==> src/sv/lrpw_pkg.sv <==
// shared types, constants and packing helpers of the line rasterizer pixel writer
`default_nettype none

package lrpw_pkg;

   localparam int COORD_BITS  = 16;
   localparam int ERR_BITS    = COORD_BITS + 3;
   localparam int CLIP_BITS   = (COORD_BITS > 15) ? COORD_BITS : 15;
   localparam int PITCH_BITS  = 18;
   localparam int PROD_BITS   = COORD_BITS + PITCH_BITS;
   localparam int XOFF_BITS   = COORD_BITS + 3;
   localparam int QUEUE_DEPTH = 4;
   localparam int QUEUE_AW    = $clog2(QUEUE_DEPTH);

   // request kinds
   localparam logic REQ_LOAD = 1'b0;
   localparam logic REQ_TICK = 1'b1;

   // register indexes
   localparam logic [2:0] CSR_FB_BASE         = 3'd0;
   localparam logic [2:0] CSR_SCREEN_WIDTH    = 3'd1;
   localparam logic [2:0] CSR_SCREEN_HEIGHT   = 3'd2;
   localparam logic [2:0] CSR_ROW_PITCH       = 3'd3;
   localparam logic [2:0] CSR_BYTES_PER_PIXEL = 3'd4;
   localparam logic [2:0] CSR_PIXEL_ORDER     = 3'd5;

   // pixel order codes
   localparam logic ORDER_RED_FIRST  = 1'b0;
   localparam logic ORDER_BLUE_FIRST = 1'b1;

   typedef struct packed {
      logic [63:0]           fb_base;
      logic [14:0]           screen_width;
      logic [14:0]           screen_height;
      logic [PITCH_BITS-1:0] row_pitch;
      logic [2:0]            bytes_per_pixel;
      logic                  pixel_order;
   } cfg_type;

   typedef struct packed {
      logic signed [COORD_BITS-1:0] x;
      logic signed [COORD_BITS-1:0] y;
      logic [23:0]                  colour;
      logic                         last;
   } pixel_type;

   // out-of-range sizes behave as four bytes
   function automatic logic [2:0] eff_size(input logic [2:0] bpp);
      logic [2:0] size;
      if (bpp >= 3'd1 && bpp <= 3'd3) begin
         size = bpp;
      end else begin
         size = 3'd4;
      end
      return size;
   endfunction

   function automatic logic [31:0] pack_colour(input logic [23:0] colour,
                                               input logic [2:0]  size,
                                               input logic        order);
      logic [7:0]  r;
      logic [7:0]  g;
      logic [7:0]  b;
      logic [31:0] packed_px;
      r = colour[23:16];
      g = colour[15:8];
      b = colour[7:0];
      priority if (size == 3'd1) begin
         packed_px = {24'd0, b};
      end else if (size == 3'd2) begin
         packed_px = {16'd0, r[7:3], g[7:2], b[7:3]};
      end else if (order == ORDER_RED_FIRST) begin
         packed_px = {8'd0, b, g, r};
      end else begin
         packed_px = {8'd0, r, g, b};
      end
      return packed_px;
   endfunction

endpackage

`default_nettype wire

==> src/sv/lrpw_front.sv <==
// front end: takes requests, holds the line walk state and steps it once per tick
`default_nettype none

module lrpw_front (
   input  wire logic                                clock,
   input  wire logic                                reset,
   input  wire logic                                accept,
   input  wire logic                                req_type,
   input  wire logic signed [lrpw_pkg::COORD_BITS-1:0] start_x,
   input  wire logic signed [lrpw_pkg::COORD_BITS-1:0] start_y,
   input  wire logic signed [lrpw_pkg::COORD_BITS-1:0] end_x,
   input  wire logic signed [lrpw_pkg::COORD_BITS-1:0] end_y,
   input  wire logic [23:0]                         colour,
   output logic                                     push,
   output lrpw_pkg::pixel_type                      pixel
);

   localparam int CB = lrpw_pkg::COORD_BITS;
   localparam int EB = lrpw_pkg::ERR_BITS;

   logic                 active_ff, active_in;
   logic signed [CB-1:0] cur_x_ff, cur_x_in;
   logic signed [CB-1:0] cur_y_ff, cur_y_in;
   logic signed [CB-1:0] tgt_x_ff, tgt_x_in;
   logic signed [CB-1:0] tgt_y_ff, tgt_y_in;
   logic signed [EB-1:0] span_x_ff, span_x_in;
   logic signed [EB-1:0] span_y_ff, span_y_in;
   logic                 step_x_neg_ff, step_x_neg_in;
   logic                 step_y_neg_ff, step_y_neg_in;
   logic signed [EB-1:0] err_ff, err_in;
   logic [23:0]          colour_ff, colour_in;

   logic signed [CB:0]   diff_x;
   logic signed [CB:0]   diff_y;
   logic signed [CB:0]   mag_x;
   logic signed [CB:0]   mag_y;
   logic signed [EB:0]   e2;
   logic                 step_x;
   logic                 step_y;
   logic                 last;
   logic                 is_load;
   logic                 is_tick;

   always_comb begin
      diff_x = (CB + 1)'(end_x) - (CB + 1)'(start_x);
      diff_y = (CB + 1)'(end_y) - (CB + 1)'(start_y);
      mag_x  = diff_x[CB] ? -diff_x : diff_x;
      mag_y  = diff_y[CB] ? -diff_y : diff_y;

      last   = (cur_x_ff == tgt_x_ff) && (cur_y_ff == tgt_y_ff);
      // both decisions use the error doubled before either update
      e2     = $signed({err_ff, 1'b0});
      step_x = e2 >= (EB + 1)'(span_y_ff);
      step_y = e2 <= (EB + 1)'(span_x_ff);

      is_load = accept && (req_type == lrpw_pkg::REQ_LOAD);
      is_tick = accept && (req_type == lrpw_pkg::REQ_TICK) && active_ff;
      push    = is_tick;

      pixel.x      = cur_x_ff;
      pixel.y      = cur_y_ff;
      pixel.colour = colour_ff;
      pixel.last   = last;
   end

   always_comb begin
      active_in     = active_ff;
      cur_x_in      = cur_x_ff;
      cur_y_in      = cur_y_ff;
      tgt_x_in      = tgt_x_ff;
      tgt_y_in      = tgt_y_ff;
      span_x_in     = span_x_ff;
      span_y_in     = span_y_ff;
      step_x_neg_in = step_x_neg_ff;
      step_y_neg_in = step_y_neg_ff;
      err_in        = err_ff;
      colour_in     = colour_ff;
      if (is_load) begin
         active_in     = 1'b1;
         cur_x_in      = start_x;
         cur_y_in      = start_y;
         tgt_x_in      = end_x;
         tgt_y_in      = end_y;
         span_x_in     = EB'(mag_x);
         span_y_in     = -EB'(mag_y);
         step_x_neg_in = !(start_x < end_x);
         step_y_neg_in = !(start_y < end_y);
         err_in        = EB'(mag_x) - EB'(mag_y);
         colour_in     = colour;
      end else if (is_tick) begin
         if (last) begin
            active_in = 1'b0;
         end else begin
            err_in = err_ff + (step_x ? span_y_ff : '0) + (step_y ? span_x_ff : '0);
            if (step_x) begin
               cur_x_in = step_x_neg_ff ? cur_x_ff - CB'(1) : cur_x_ff + CB'(1);
            end
            if (step_y) begin
               cur_y_in = step_y_neg_ff ? cur_y_ff - CB'(1) : cur_y_ff + CB'(1);
            end
         end
      end
   end

   always_ff @(posedge clock) begin
      if (reset) begin
         active_ff <= 1'b0;
      end else begin
         active_ff <= active_in;
      end
   end

   always_ff @(posedge clock) begin
      cur_x_ff      <= cur_x_in;
      cur_y_ff      <= cur_y_in;
      tgt_x_ff      <= tgt_x_in;
      tgt_y_ff      <= tgt_y_in;
      span_x_ff     <= span_x_in;
      span_y_ff     <= span_y_in;
      step_x_neg_ff <= step_x_neg_in;
      step_y_neg_ff <= step_y_neg_in;
      err_ff        <= err_in;
      colour_ff     <= colour_in;
   end

endmodule

`default_nettype wire

==> src/sv/lrpw_fifo.sv <==
// short pixel queue between the line walker and the address/packing back end
`default_nettype none

module lrpw_fifo (
   input  wire logic                clock,
   input  wire logic                reset,
   input  wire logic                push,
   input  wire lrpw_pkg::pixel_type push_data,
   output logic                     full,
   input  wire logic                pop,
   output lrpw_pkg::pixel_type      pop_data,
   output logic                     empty
);

   localparam int AW = lrpw_pkg::QUEUE_AW;

   lrpw_pkg::pixel_type mem_ff [lrpw_pkg::QUEUE_DEPTH];
   logic [AW-1:0]       wr_ptr_ff, wr_ptr_in;
   logic [AW-1:0]       rd_ptr_ff, rd_ptr_in;
   logic [AW:0]         count_ff, count_in;
   logic                do_push;
   logic                do_pop;

   always_comb begin
      full     = count_ff == (AW + 1)'(lrpw_pkg::QUEUE_DEPTH);
      empty    = count_ff == '0;
      do_push  = push && !full;
      do_pop   = pop && !empty;
      pop_data = mem_ff[rd_ptr_ff];

      wr_ptr_in = do_push ? wr_ptr_ff + AW'(1) : wr_ptr_ff;
      rd_ptr_in = do_pop  ? rd_ptr_ff + AW'(1) : rd_ptr_ff;
      count_in  = count_ff;
      if (do_push && !do_pop) begin
         count_in = count_ff + (AW + 1)'(1);
      end else if (do_pop && !do_push) begin
         count_in = count_ff - (AW + 1)'(1);
      end
   end

   always_ff @(posedge clock) begin
      if (reset) begin
         wr_ptr_ff <= '0;
         rd_ptr_ff <= '0;
         count_ff  <= '0;
      end else begin
         wr_ptr_ff <= wr_ptr_in;
         rd_ptr_ff <= rd_ptr_in;
         count_ff  <= count_in;
      end
   end

   always_ff @(posedge clock) begin
      if (do_push) begin
         mem_ff[wr_ptr_ff] <= push_data;
      end
   end

endmodule

`default_nettype wire

==> src/sv/lrpw_back.sv <==
// back end: clips, multiplies row offset, packs colour, forms the write beat
`default_nettype none

module lrpw_back (
   input  wire logic                clock,
   input  wire logic                reset,
   input  wire lrpw_pkg::cfg_type   cfg,
   input  wire logic                q_empty,
   input  wire lrpw_pkg::pixel_type q_data,
   output logic                     q_pop,
   output logic                     rsp_empty,
   input  wire logic                rsp_pop,
   output logic                     rsp_write_enable,
   output logic [63:0]              rsp_byte_address,
   output logic [31:0]              rsp_pixel_bytes,
   output logic [2:0]               rsp_byte_count,
   output logic                     rsp_last_pixel
);

   localparam int CB = lrpw_pkg::COORD_BITS;
   localparam int KB = lrpw_pkg::CLIP_BITS;
   localparam int PB = lrpw_pkg::PROD_BITS;
   localparam int XB = lrpw_pkg::XOFF_BITS;

   // stage a: clip, multiply, pack
   logic          a_valid_ff, a_valid_in;
   logic          a_on_ff, a_on_in;
   logic [PB-1:0] a_prod_ff, a_prod_in;
   logic [XB-1:0] a_xoff_ff, a_xoff_in;
   logic [31:0]   a_data_ff, a_data_in;
   logic [2:0]    a_size_ff, a_size_in;
   logic          a_last_ff, a_last_in;

   // stage b: output register
   logic          b_valid_ff, b_valid_in;
   logic          b_on_ff, b_on_in;
   logic [63:0]   b_addr_ff, b_addr_in;
   logic [31:0]   b_data_ff, b_data_in;
   logic [2:0]    b_size_ff, b_size_in;
   logic          b_last_ff, b_last_in;

   logic          b_ready;
   logic          a_move;
   logic          a_ready;
   logic [KB-1:0] x_clip;
   logic [KB-1:0] y_clip;
   logic [XB-1:0] x_u;

   always_comb begin
      b_ready = !b_valid_ff || rsp_pop;
      a_move  = a_valid_ff && b_ready;
      a_ready = !a_valid_ff || a_move;
      q_pop   = !q_empty && a_ready;

      x_clip    = KB'($unsigned(q_data.x));
      y_clip    = KB'($unsigned(q_data.y));
      x_u       = XB'($unsigned(q_data.x));
      a_size_in = lrpw_pkg::eff_size(cfg.bytes_per_pixel);
      a_on_in   = (cfg.fb_base != '0) && !q_data.x[CB-1] && !q_data.y[CB-1]
                  && (x_clip < KB'(cfg.screen_width))
                  && (y_clip < KB'(cfg.screen_height));
      a_prod_in = PB'($unsigned(q_data.y)) * PB'(cfg.row_pitch);
      unique case (a_size_in)
         3'd1:    a_xoff_in = x_u;
         3'd2:    a_xoff_in = x_u << 1;
         3'd3:    a_xoff_in = x_u + (x_u << 1);
         default: a_xoff_in = x_u << 2;
      endcase
      a_data_in  = lrpw_pkg::pack_colour(q_data.colour, a_size_in, cfg.pixel_order);
      a_last_in  = q_data.last;
      a_valid_in = q_pop ? 1'b1 : (a_move ? 1'b0 : a_valid_ff);

      // off-screen beats carry zero address and data
      b_on_in    = a_on_ff;
      b_addr_in  = a_on_ff ? cfg.fb_base + 64'(a_prod_ff) + 64'(a_xoff_ff) : '0;
      b_data_in  = a_on_ff ? a_data_ff : '0;
      b_size_in  = a_size_ff;
      b_last_in  = a_last_ff;
      b_valid_in = a_move ? 1'b1 : (rsp_pop ? 1'b0 : b_valid_ff);

      rsp_empty        = !b_valid_ff;
      rsp_write_enable = b_on_ff;
      rsp_byte_address = b_addr_ff;
      rsp_pixel_bytes  = b_data_ff;
      rsp_byte_count   = b_size_ff;
      rsp_last_pixel   = b_last_ff;
   end

   always_ff @(posedge clock) begin
      if (reset) begin
         a_valid_ff <= 1'b0;
         b_valid_ff <= 1'b0;
      end else begin
         a_valid_ff <= a_valid_in;
         b_valid_ff <= b_valid_in;
      end
   end

   always_ff @(posedge clock) begin
      if (q_pop) begin
         a_on_ff   <= a_on_in;
         a_prod_ff <= a_prod_in;
         a_xoff_ff <= a_xoff_in;
         a_data_ff <= a_data_in;
         a_size_ff <= a_size_in;
         a_last_ff <= a_last_in;
      end
      if (a_move) begin
         b_on_ff   <= b_on_in;
         b_addr_ff <= b_addr_in;
         b_data_ff <= b_data_in;
         b_size_ff <= b_size_in;
         b_last_ff <= b_last_in;
      end
   end

endmodule

`default_nettype wire

==> src/sv/line_rasterizer_pixel_writer_core.sv <==
// top level of the bresenham line rasterizer with framebuffer pixel writer
//
//   channel  direction  handshake             beat
//   req_     in         push / full           load endpoints+colour, or tick
//   rsp_     out        pop / empty           one pixel write per active tick
//   csr_     in         csr_valid / ready     register index + 64-bit data
//
// one request beat per cycle is taken while req_full is low, set by the error update
// in the line walker; a pixel beat for a tick goes through the queue slot, then the
// clip/multiply stage and the address add into the output register before showing on rsp_
// loads and ticks with no line give no beat; req_full follows the 4-entry queue
// reset is synchronous: empties queue and pipeline, drops the line, sets
// registers to their defaults (32-bit, blue-first, framebuffer off)
// a stalled rsp_ side fills the pipeline, then the queue, then raises req_full
`default_nettype none

module line_rasterizer_pixel_writer_core (
   input  wire logic                                   clock,
   input  wire logic                                   reset,
   // request queue side
   input  wire logic                                   req_push,
   output logic                                        req_full,
   input  wire logic                                   req_type,
   input  wire logic signed [lrpw_pkg::COORD_BITS-1:0] req_start_x,
   input  wire logic signed [lrpw_pkg::COORD_BITS-1:0] req_start_y,
   input  wire logic signed [lrpw_pkg::COORD_BITS-1:0] req_end_x,
   input  wire logic signed [lrpw_pkg::COORD_BITS-1:0] req_end_y,
   input  wire logic [23:0]                            req_colour,
   // result queue side
   output logic                                        rsp_empty,
   input  wire logic                                   rsp_pop,
   output logic                                        rsp_write_enable,
   output logic [63:0]                                 rsp_byte_address,
   output logic [31:0]                                 rsp_pixel_bytes,
   output logic [2:0]                                  rsp_byte_count,
   output logic                                        rsp_last_pixel,
   // register writes
   input  wire logic                                   csr_valid,
   output logic                                        csr_ready,
   input  wire logic [2:0]                             csr_index,
   input  wire logic [63:0]                            csr_data
);

   lrpw_pkg::cfg_type   cfg_ff, cfg_in;
   lrpw_pkg::pixel_type walk_pixel;
   lrpw_pkg::pixel_type q_head;
   logic                req_accept;
   logic                q_push;
   logic                q_full;
   logic                q_empty;
   logic                q_pop;

   // register file; writes always taken, unknown indexes dropped
   always_comb begin
      csr_ready = 1'b1;
      cfg_in    = cfg_ff;
      if (csr_valid) begin
         unique case (csr_index)
            lrpw_pkg::CSR_FB_BASE:         cfg_in.fb_base         = csr_data;
            lrpw_pkg::CSR_SCREEN_WIDTH:    cfg_in.screen_width    = csr_data[14:0];
            lrpw_pkg::CSR_SCREEN_HEIGHT:   cfg_in.screen_height   = csr_data[14:0];
            lrpw_pkg::CSR_ROW_PITCH:
               cfg_in.row_pitch = csr_data[lrpw_pkg::PITCH_BITS-1:0];
            lrpw_pkg::CSR_BYTES_PER_PIXEL: cfg_in.bytes_per_pixel = csr_data[2:0];
            lrpw_pkg::CSR_PIXEL_ORDER:     cfg_in.pixel_order     = csr_data[0];
            default:                       cfg_in                 = cfg_ff;
         endcase
      end
   end

   always_ff @(posedge clock) begin
      if (reset) begin
         cfg_ff.fb_base         <= '0;
         cfg_ff.screen_width    <= '0;
         cfg_ff.screen_height   <= '0;
         cfg_ff.row_pitch       <= '0;
         cfg_ff.bytes_per_pixel <= 3'd4;
         cfg_ff.pixel_order     <= lrpw_pkg::ORDER_BLUE_FIRST;
      end else begin
         cfg_ff <= cfg_in;
      end
   end

   // any request beat needs a free queue slot, loads included
   assign req_full   = q_full;
   assign req_accept = req_push && !q_full;

   lrpw_front u_front (
      .clock    (clock),
      .reset    (reset),
      .accept   (req_accept),
      .req_type (req_type),
      .start_x  (req_start_x),
      .start_y  (req_start_y),
      .end_x    (req_end_x),
      .end_y    (req_end_y),
      .colour   (req_colour),
      .push     (q_push),
      .pixel    (walk_pixel)
   );

   lrpw_fifo u_fifo (
      .clock     (clock),
      .reset     (reset),
      .push      (q_push),
      .push_data (walk_pixel),
      .full      (q_full),
      .pop       (q_pop),
      .pop_data  (q_head),
      .empty     (q_empty)
   );

   lrpw_back u_back (
      .clock            (clock),
      .reset            (reset),
      .cfg              (cfg_ff),
      .q_empty          (q_empty),
      .q_data           (q_head),
      .q_pop            (q_pop),
      .rsp_empty        (rsp_empty),
      .rsp_pop          (rsp_pop),
      .rsp_write_enable (rsp_write_enable),
      .rsp_byte_address (rsp_byte_address),
      .rsp_pixel_bytes  (rsp_pixel_bytes),
      .rsp_byte_count   (rsp_byte_count),
      .rsp_last_pixel   (rsp_last_pixel)
   );

   // pipeline comes out of reset empty
   a_reset_empty: assert property (@(posedge clock) reset |=> rsp_empty)
      else $error("result side not empty after reset");

   // a suppressed write carries zero address and data
   a_off_zero: assert property (@(posedge clock) disable iff (reset)
      (!rsp_empty && !rsp_write_enable) |-> (rsp_byte_address == 64'd0 &&
                                             rsp_pixel_bytes == 32'd0))
      else $error("suppressed pixel beat carries address or data");

   // byte count is always a real pixel size
   a_count_range: assert property (@(posedge clock) disable iff (reset)
      !rsp_empty |-> (rsp_byte_count == 3'd1 || rsp_byte_count == 3'd2 ||
                      rsp_byte_count == 3'd3 || rsp_byte_count == 3'd4))
      else $error("pixel beat with invalid byte count");

   // a pixel size write lands in the register
   a_size_write: assert property (@(posedge clock) disable iff (reset)
      (csr_valid && csr_index == lrpw_pkg::CSR_BYTES_PER_PIXEL) |=>
      (cfg_ff.bytes_per_pixel == $past(csr_data[2:0])))
      else $error("pixel size register write lost");

endmodule

`default_nettype wire

==> config.mk <==
export PLATFORM = sky130hd
export DESIGN_NAME = line_rasterizer_pixel_writer_core
export DESIGN_NICKNAME = d
export VERILOG_FILES = /design/src/sv/lrpw_pkg.sv /design/src/sv/lrpw_front.sv /design/src/sv/lrpw_fifo.sv /design/src/sv/lrpw_back.sv /design/src/sv/line_rasterizer_pixel_writer_core.sv
export SDC_FILE = /design/constraint.sdc
export NUM_CORES = 2
export LEC_CHECK = 0
export BUFFER_PORTS_ARGS = -buffer_cell sky130_fd_sc_hd__buf_2
export CAP_MARGIN = 20
export CORE_MARGIN = 2
export CORE_UTILIZATION = 25
export DETAILED_ROUTE_END_ITERATION = 7
export PLACE_DENSITY = 0.36
export SYNTH_ARGS = -nofsm -noshare
export SYNTH_HDL_FRONTEND = slang
export SYNTH_SLANG_ARGS = --single-unit
==> constraint.sdc <==
create_clock -name clock -period 13.1 [get_ports clock]
set_input_delay 2.62 -clock clock [delete_from_list [all_inputs] [get_ports clock]]
set_output_delay 2.62 -clock clock [all_outputs]
set_load 0.005 [all_outputs]
**Word level (Yosys, flattened, before mapping)**

Memories as Yosys holds them, arrays and structs flattened. A register that Yosys moved wholly into a read port is not among the register bits.
Index checks and enable logic that the tools add are counted.

- Add/subtract/negate cells: 19
- $mul: 1
- Magnitude comparators: 8
- Equality and inequality tests: 12
- Multiplexer cells: 35
- Bitwise operators: 1
- Reduce and logical (&&, ||, !) cells: 49

Operator list:

| kind | number |
|---|---|
| two-way mux 16 bit | 11 |
| two-way mux 19 bit | 5 |
| adder 64 x 19 -> 64 bit | 1 |
| adder 64 x 34 -> 64 bit | 1 |
| nonzero test 64 bit | 1 |
| one-hot mux 19 bit (3 select lines) | 1 |
| adder 19 bit | 2 |
| multiplier 16 x 18 -> 34 bit | 1 |
| two-way mux 17 bit | 2 |
| negation 17 bit | 2 |
| subtractor 16 x 16 -> 17 bit | 2 |
| adder 16 x 2 -> 16 bit, second input constant | 2 |
| == test 16 bit | 2 |
| less-than comparator 16 x 15 -> 1 bit | 2 |
| less-than comparator 16 bit | 2 |
| subtractor 16 x 2 -> 16 bit, second input constant | 2 |
| two-way mux 24 bit | 1 |
| greater-or-equal comparator 20 x 19 -> 1 bit | 1 |
| <= comparator 20 x 17 -> 1 bit | 1 |
| negation 17 -> 19 bit | 1 |
| adder 16 x 17 -> 18 bit | 1 |
| subtractor 17 x 17 -> 18 bit | 1 |
| logical AND 1 bit | 16 |
| AND reduction 2 bit | 8 |
| 20 further kinds | 56 |

- Flip-flop bits (word level): 446
- Bits in writable memories: 228
- Word-level logic and storage cells: 161
- Memories: 1

Memories:

| memory | words | bits a word | rd ports | clocked after Yosys merged registers in | wr ports | RTL line | text |
|---|---|---|---|---|---|---|---|
| u_fifo.mem_ff | 4 | 57 | 1 | 1 | 1 | lrpw_fifo.sv:17 | `lrpw_pkg::pixel_type mem_ff [lrpw_pkg::QUEUE_DEPTH];` |

**Logic depth before layout (Yosys ltp)**

- Depth after elaboration: 10
- Depth in mapped cells: 29
- Depth with buffers taken out: 25

**By module**

Synthesis repeated with hierarchy kept, for this count alone.

- Cell total of the unflattened synthesis: 4265
- Area, all modules: 47036.4 um^2

By module, submodules not included:

| module | instances | cells each | area an instance (um^2) | sequential area each (um^2) |
|---|---|---|---|---|
| lrpw_back | 1 | 2179 | 20945.1 | 5265.0 |
| lrpw_front | 1 | 1285 | 12438.2 | 4374.2 |
| lrpw_fifo | 1 | 345 | 8680.8 | 7026.7 |
| line_rasterizer_pixel_writer_core | 1 | 456 | 4972.3 | 2322.2 |

**Worst setup path after synthesis**

No wires, ideal clock.

- Kind: input-to-reg
- From: in rsp_pop
- To: reg u_fifo.count_ff[2]
- Library setup time: 0.070 ns
- Data arrival time: 8.062 ns
- Required time: 13.030 ns
- Setup slack: 4.967 ns
- Cell stages on the path: 9
- Path buffers: 0
- Path through: nor2_1 a21oi_1 inv_1 ha_1 inv_1 fa_1 xor2_1 or3_1 a21oi_1

- Word-level cells in the longest chain between the ends: 8
- Elaborated cells on any way between the ends: 10
- Classes of those cells: mux (1); reduce/logical (9)

Ends and longest elaborated chain:

| element | RTL line | text |
|---|---|---|
| start: declaration | line_rasterizer_pixel_writer_core.sv:31 | `input wire logic rsp_pop,` |
| logical OR 1 bit * | lrpw_back.sv:50 | `b_ready = !b_valid_ff \|\| rsp_pop;` |
| logical AND 1 bit * | lrpw_back.sv:51 | `a_move = a_valid_ff && b_ready;` |
| logical OR 1 bit * | lrpw_back.sv:52 | `a_ready = !a_valid_ff \|\| a_move;` |
| logical AND 1 bit * | lrpw_back.sv:53 | `q_pop = !q_empty && a_ready;` |
| via q_pop | line_rasterizer_pixel_writer_core.sv:51 | `logic q_pop;` |
| logical AND 1 bit * | lrpw_fifo.sv:28 | `do_pop = pop && !empty;` |
| zero test 1 bit | lrpw_fifo.sv:34 | `if (do_push && !do_pop) begin` |
| logical AND 1 bit | lrpw_fifo.sv:34 |  |
| two-way mux 3 bit or nonzero test 2 bit (tied branches) | -- |  |
| end signal: assignment | lrpw_fifo.sv:49 | `count_ff <= count_in;` |
| end: declaration | lrpw_fifo.sv:20 | `logic [AW:0] count_ff, count_in;` |

Mark *: on every way through the listed nets, which the timed path passes. The rest lies on a longest branch.
A chain may end at the register's enable or synchronous reset.

==> metrics.txt <==
hold worst-path end u_back.rsp_byte_count[2]; Initial DRC Count 1,665; Final Hold Fails 0; starting density of the core 25.1%; worst skew pair latency 0.69 ns; max_cap viols 0; Finished Core Util 28.8%; TritonCTS buffer count 82; Layout area overhead 14.6%; Worst Skew 0.0304 ns; Filler cells 19,078; FP Rows 157; clk sinks 675; Lkg Pwr 21.2 nW; GRT Util Overall 15.6%; crit path max fanout 48; largest net degree at the start of global routing 85; r2r endpoint u_back.a_prod_ff[32]; max-slew violation count 0; Syn Inst Count 4,334; commonest register cell after synthesis edfxtp_1; layout cells sized above 1 11.3%; DR WL/cell 20.9 um; WHS 0.434 ns; pwr dens 187 mW/mm^2; post-synth top area cell edfxtp_1; routed vias 31,716; deepest clock path buffer count 3; clock root buffer clkbuf_16; residual DRC count 0; multi-input logic area 0.0243 mm^2; average cell area after synthesis 10.6 um^2; Routed Antenna Nets 0; Worst EP arrival 8.79 ns; Setup TNS 0 ns; Total Die Area 0.187 mm^2; Tmin final 8.37 ns; Hold Path Cell Cnt 0; final instance area 0.0525 mm^2; Yosys top cell area share 35.9%; # H-tree levels 3; Vias/cell 4.52; gr ovfl total 0; synth unique cells 98; synth top area cells edfxtp_1, fa_1, ha_1, dfxtp_1, nand2_1; drt first pass iters 5; Post-synth ARST share 0%; relative slew slack 25.9%; RSZ-0062 raised after global routing false; worst slew pin tran 1.08 ns; fmax 0.119 GHz; placed cell area 0.0498 mm^2; clock slew seen by the registers of the worst setup and hold paths 0.06 ns; HP Class register to register; required time of the critical path 13.51 ns; die extent in x 432 um; Total Routed Length 146,000 um; RD Place Congestion 0.821; Die Height 432 um; critical path type register to register; IO Pins 265; Post-CTS Setup Inserts 0; initial antenna violation count 16; reg2reg setup slack 4.73 ns; CTS resizes 0; Setup crit start kind register; Worst Setup End Kind register; Hold Startpoint u_back.a_size_ff[2]; cts hold-fix bufs 0; nets@finish 5,328; vias in the first global route 33,254; Post-synth EDFFs 547; Synth Cell Area 0.0458 mm^2; reg2reg path depth 24; register area 0.0190 mm^2; final setup fails 0; #FFs+latches synth 675; crit share post-route 63.9%; sequential cell area fraction in the yosys report 41.5%; first-pass GRT wire length 219,000 um; Peak supply drop 0.000118 V; TritonCTS clock tree done; core region area 0.182 mm^2; DP Wirelength 113,000 um; YS warnings 0; Port Buffer Count 255; status finished, final reports clean
[final cells by class]
cell class                 count  area share, %
clock inverter                43          0.886
antenna                        2        0.00953
timing repair buffer         295           3.05
sequential                   675           36.2
clock buffer                 111           4.27
tap                         2385           5.68
multi-input combinational   3004           46.3
inverter                     500           3.58
[cell usage in the layout, fill, tap and decap left out, types with 13 or more instances in the layout]
master	n
clkinv_1	13
nand2_1	543
mux4_2	57
and3_1	23
a21o_1	72
dfxtp_1	126
nor3_1	70
xor2_1	65
ha_1	342
edfxtp_1	547
o21a_1	30
buf_4	37
nand2b_1	31
or3_1	26
nand4_1	33
and2_1	179
nor2b_1	25
clkbuf_1	22
a31oi_1	25
xnor2_1	162
a21oi_1	325
nor2_1	216
nor4_1	36
mux2i_1	28
buf_2	255
o211ai_1	16
inv_1	497
o22ai_1	15
clkbuf_16	83
o21ai_0	109
nand3_1	65
o31ai_1	22
fa_1	267
o21bai_1	14
[worst max-delay path: stages, from the launching register on]
cell and delay, ns:
dfxtp_2 0.48, buf_4 0.66, mux4_2 0.65, and2_1 0.28
fa_1 0.54, inv_1 0.06, fa_1 0.56, fa_1 0.44
fa_1 0.49, inv_1 0.05, fa_1 0.53, inv_1 0.05
fa_1 0.53, inv_1 0.05, ha_1 0.37, a21o_1 0.19
a21oi_1 0.18, nand2_1 0.07, o221ai_1 0.30, o21ai_0 0.36
a221oi_1 0.48, o21ai_0 0.22, a21oi_1 0.23, o211ai_1 0.13
xor2_1 0.15
[state kept, by name, indices dropped and copies added, names as in the netlist, 18 cells and up, named ones only]
| name | cells |
|---|---|
| cfg_ff | 116 |
| u_back.a_data_ff | 24 |
| u_back.a_prod_ff | 34 |
| u_back.a_xoff_ff | 18 |
| u_back.rsp_byte_address | 64 |
| u_back.rsp_pixel_bytes | 24 |
| u_fifo.mem_ff | 228 |
| u_front.colour_ff | 24 |
| u_front.err_ff | 19 |
| u_front.span_y_ff | 19 |
[routing by layer]
layer,up-vias,part of all wire (%),global-route usage (%)
met5,-,0.0055,0
met4,2,2.3,3.63
met3,162,3.1,2.16
met2,540,48,26.9
met1,15569,46,20.7
li1,15443,-,-
[stage by stage]
stage	worst slack, ns	cells	power, mW
floorplan	4.97	4341	6.23
global placement	4.73	6854	7.62
detailed placement	4.67	6856	7.62
CTS	4.64	7010	10.0
global route	4.18	7015	10.6
finish	4.73	7015	9.84
[worst max-delay path by stage]
stage / start / to / slack (ns) / cells after the start
2_1_floorplan: rsp_pop / u_fifo.count_ff[2] / 4.97 / 9
3_3_place_gp: register / u_back.a_prod_ff[32] / 4.73 / 24
3_5_place_dp: register / u_back.a_prod_ff[32] / 4.67 / 24
4_1_cts: register / u_back.a_prod_ff[32] / 4.64 / 24
5_1_grt: register / u_back.a_prod_ff[30] / 4.18 / 24
6_report: register / u_back.a_prod_ff[32] / 4.73 / 24
[Yosys cell counts, types with 14 or more instances]
master	number
o211ai_1	16
nand3_1	65
a21oi_1	326
nor2b_1	26
buf_1	19
nand2_1	543
clkbuf_1	123
or3_1	27
nand2b_1	32
o21ai_0	111
o22ai_1	15
nor3_1	72
o21bai_1	14
edfxtp_1	547
mux2i_1	28
nor4_1	36
ha_1	342
inv_1	499
nand4_1	33
mux4_2	57
nor2_1	216
and2_1	183
a21o_1	72
a31oi_1	25
o21a_1	30
dfxtp_1	128
fa_1	267
xor2_1	65
o31ai_1	22
and3_1	23
xnor2_1	162
[cells by family (layout without fill, tap and decap cells)]
logic type	Yosys count	count (layout)	synth area share (%)
multiplexers	86	86	3.44
other	2	11	0.0164
adder cells (fa/ha/maj)	609	609	21.0
flip-flops	675	675	41.5
AND/OR/NAND/NOR	1307	1307	13.6
XOR/XNOR	231	231	4.52
buffers and inverters	662	949	5.56
AO/OA/AOI/OAI	762	762	10.5
[power breakdown]
part | internal (mW) | switching (mW) | leakage (nW) | total (mW)
Combinational | 1.69 | 2.61 | 13.7 | 4.31
Clock | 1.34 | 0.983 | 1.30 | 2.32
Sequential | 2.93 | 0.285 | 6.15 | 3.21
Total | 5.95 | 3.88 | 21.2 | 9.84
Power figures use the tool's default switching activity.
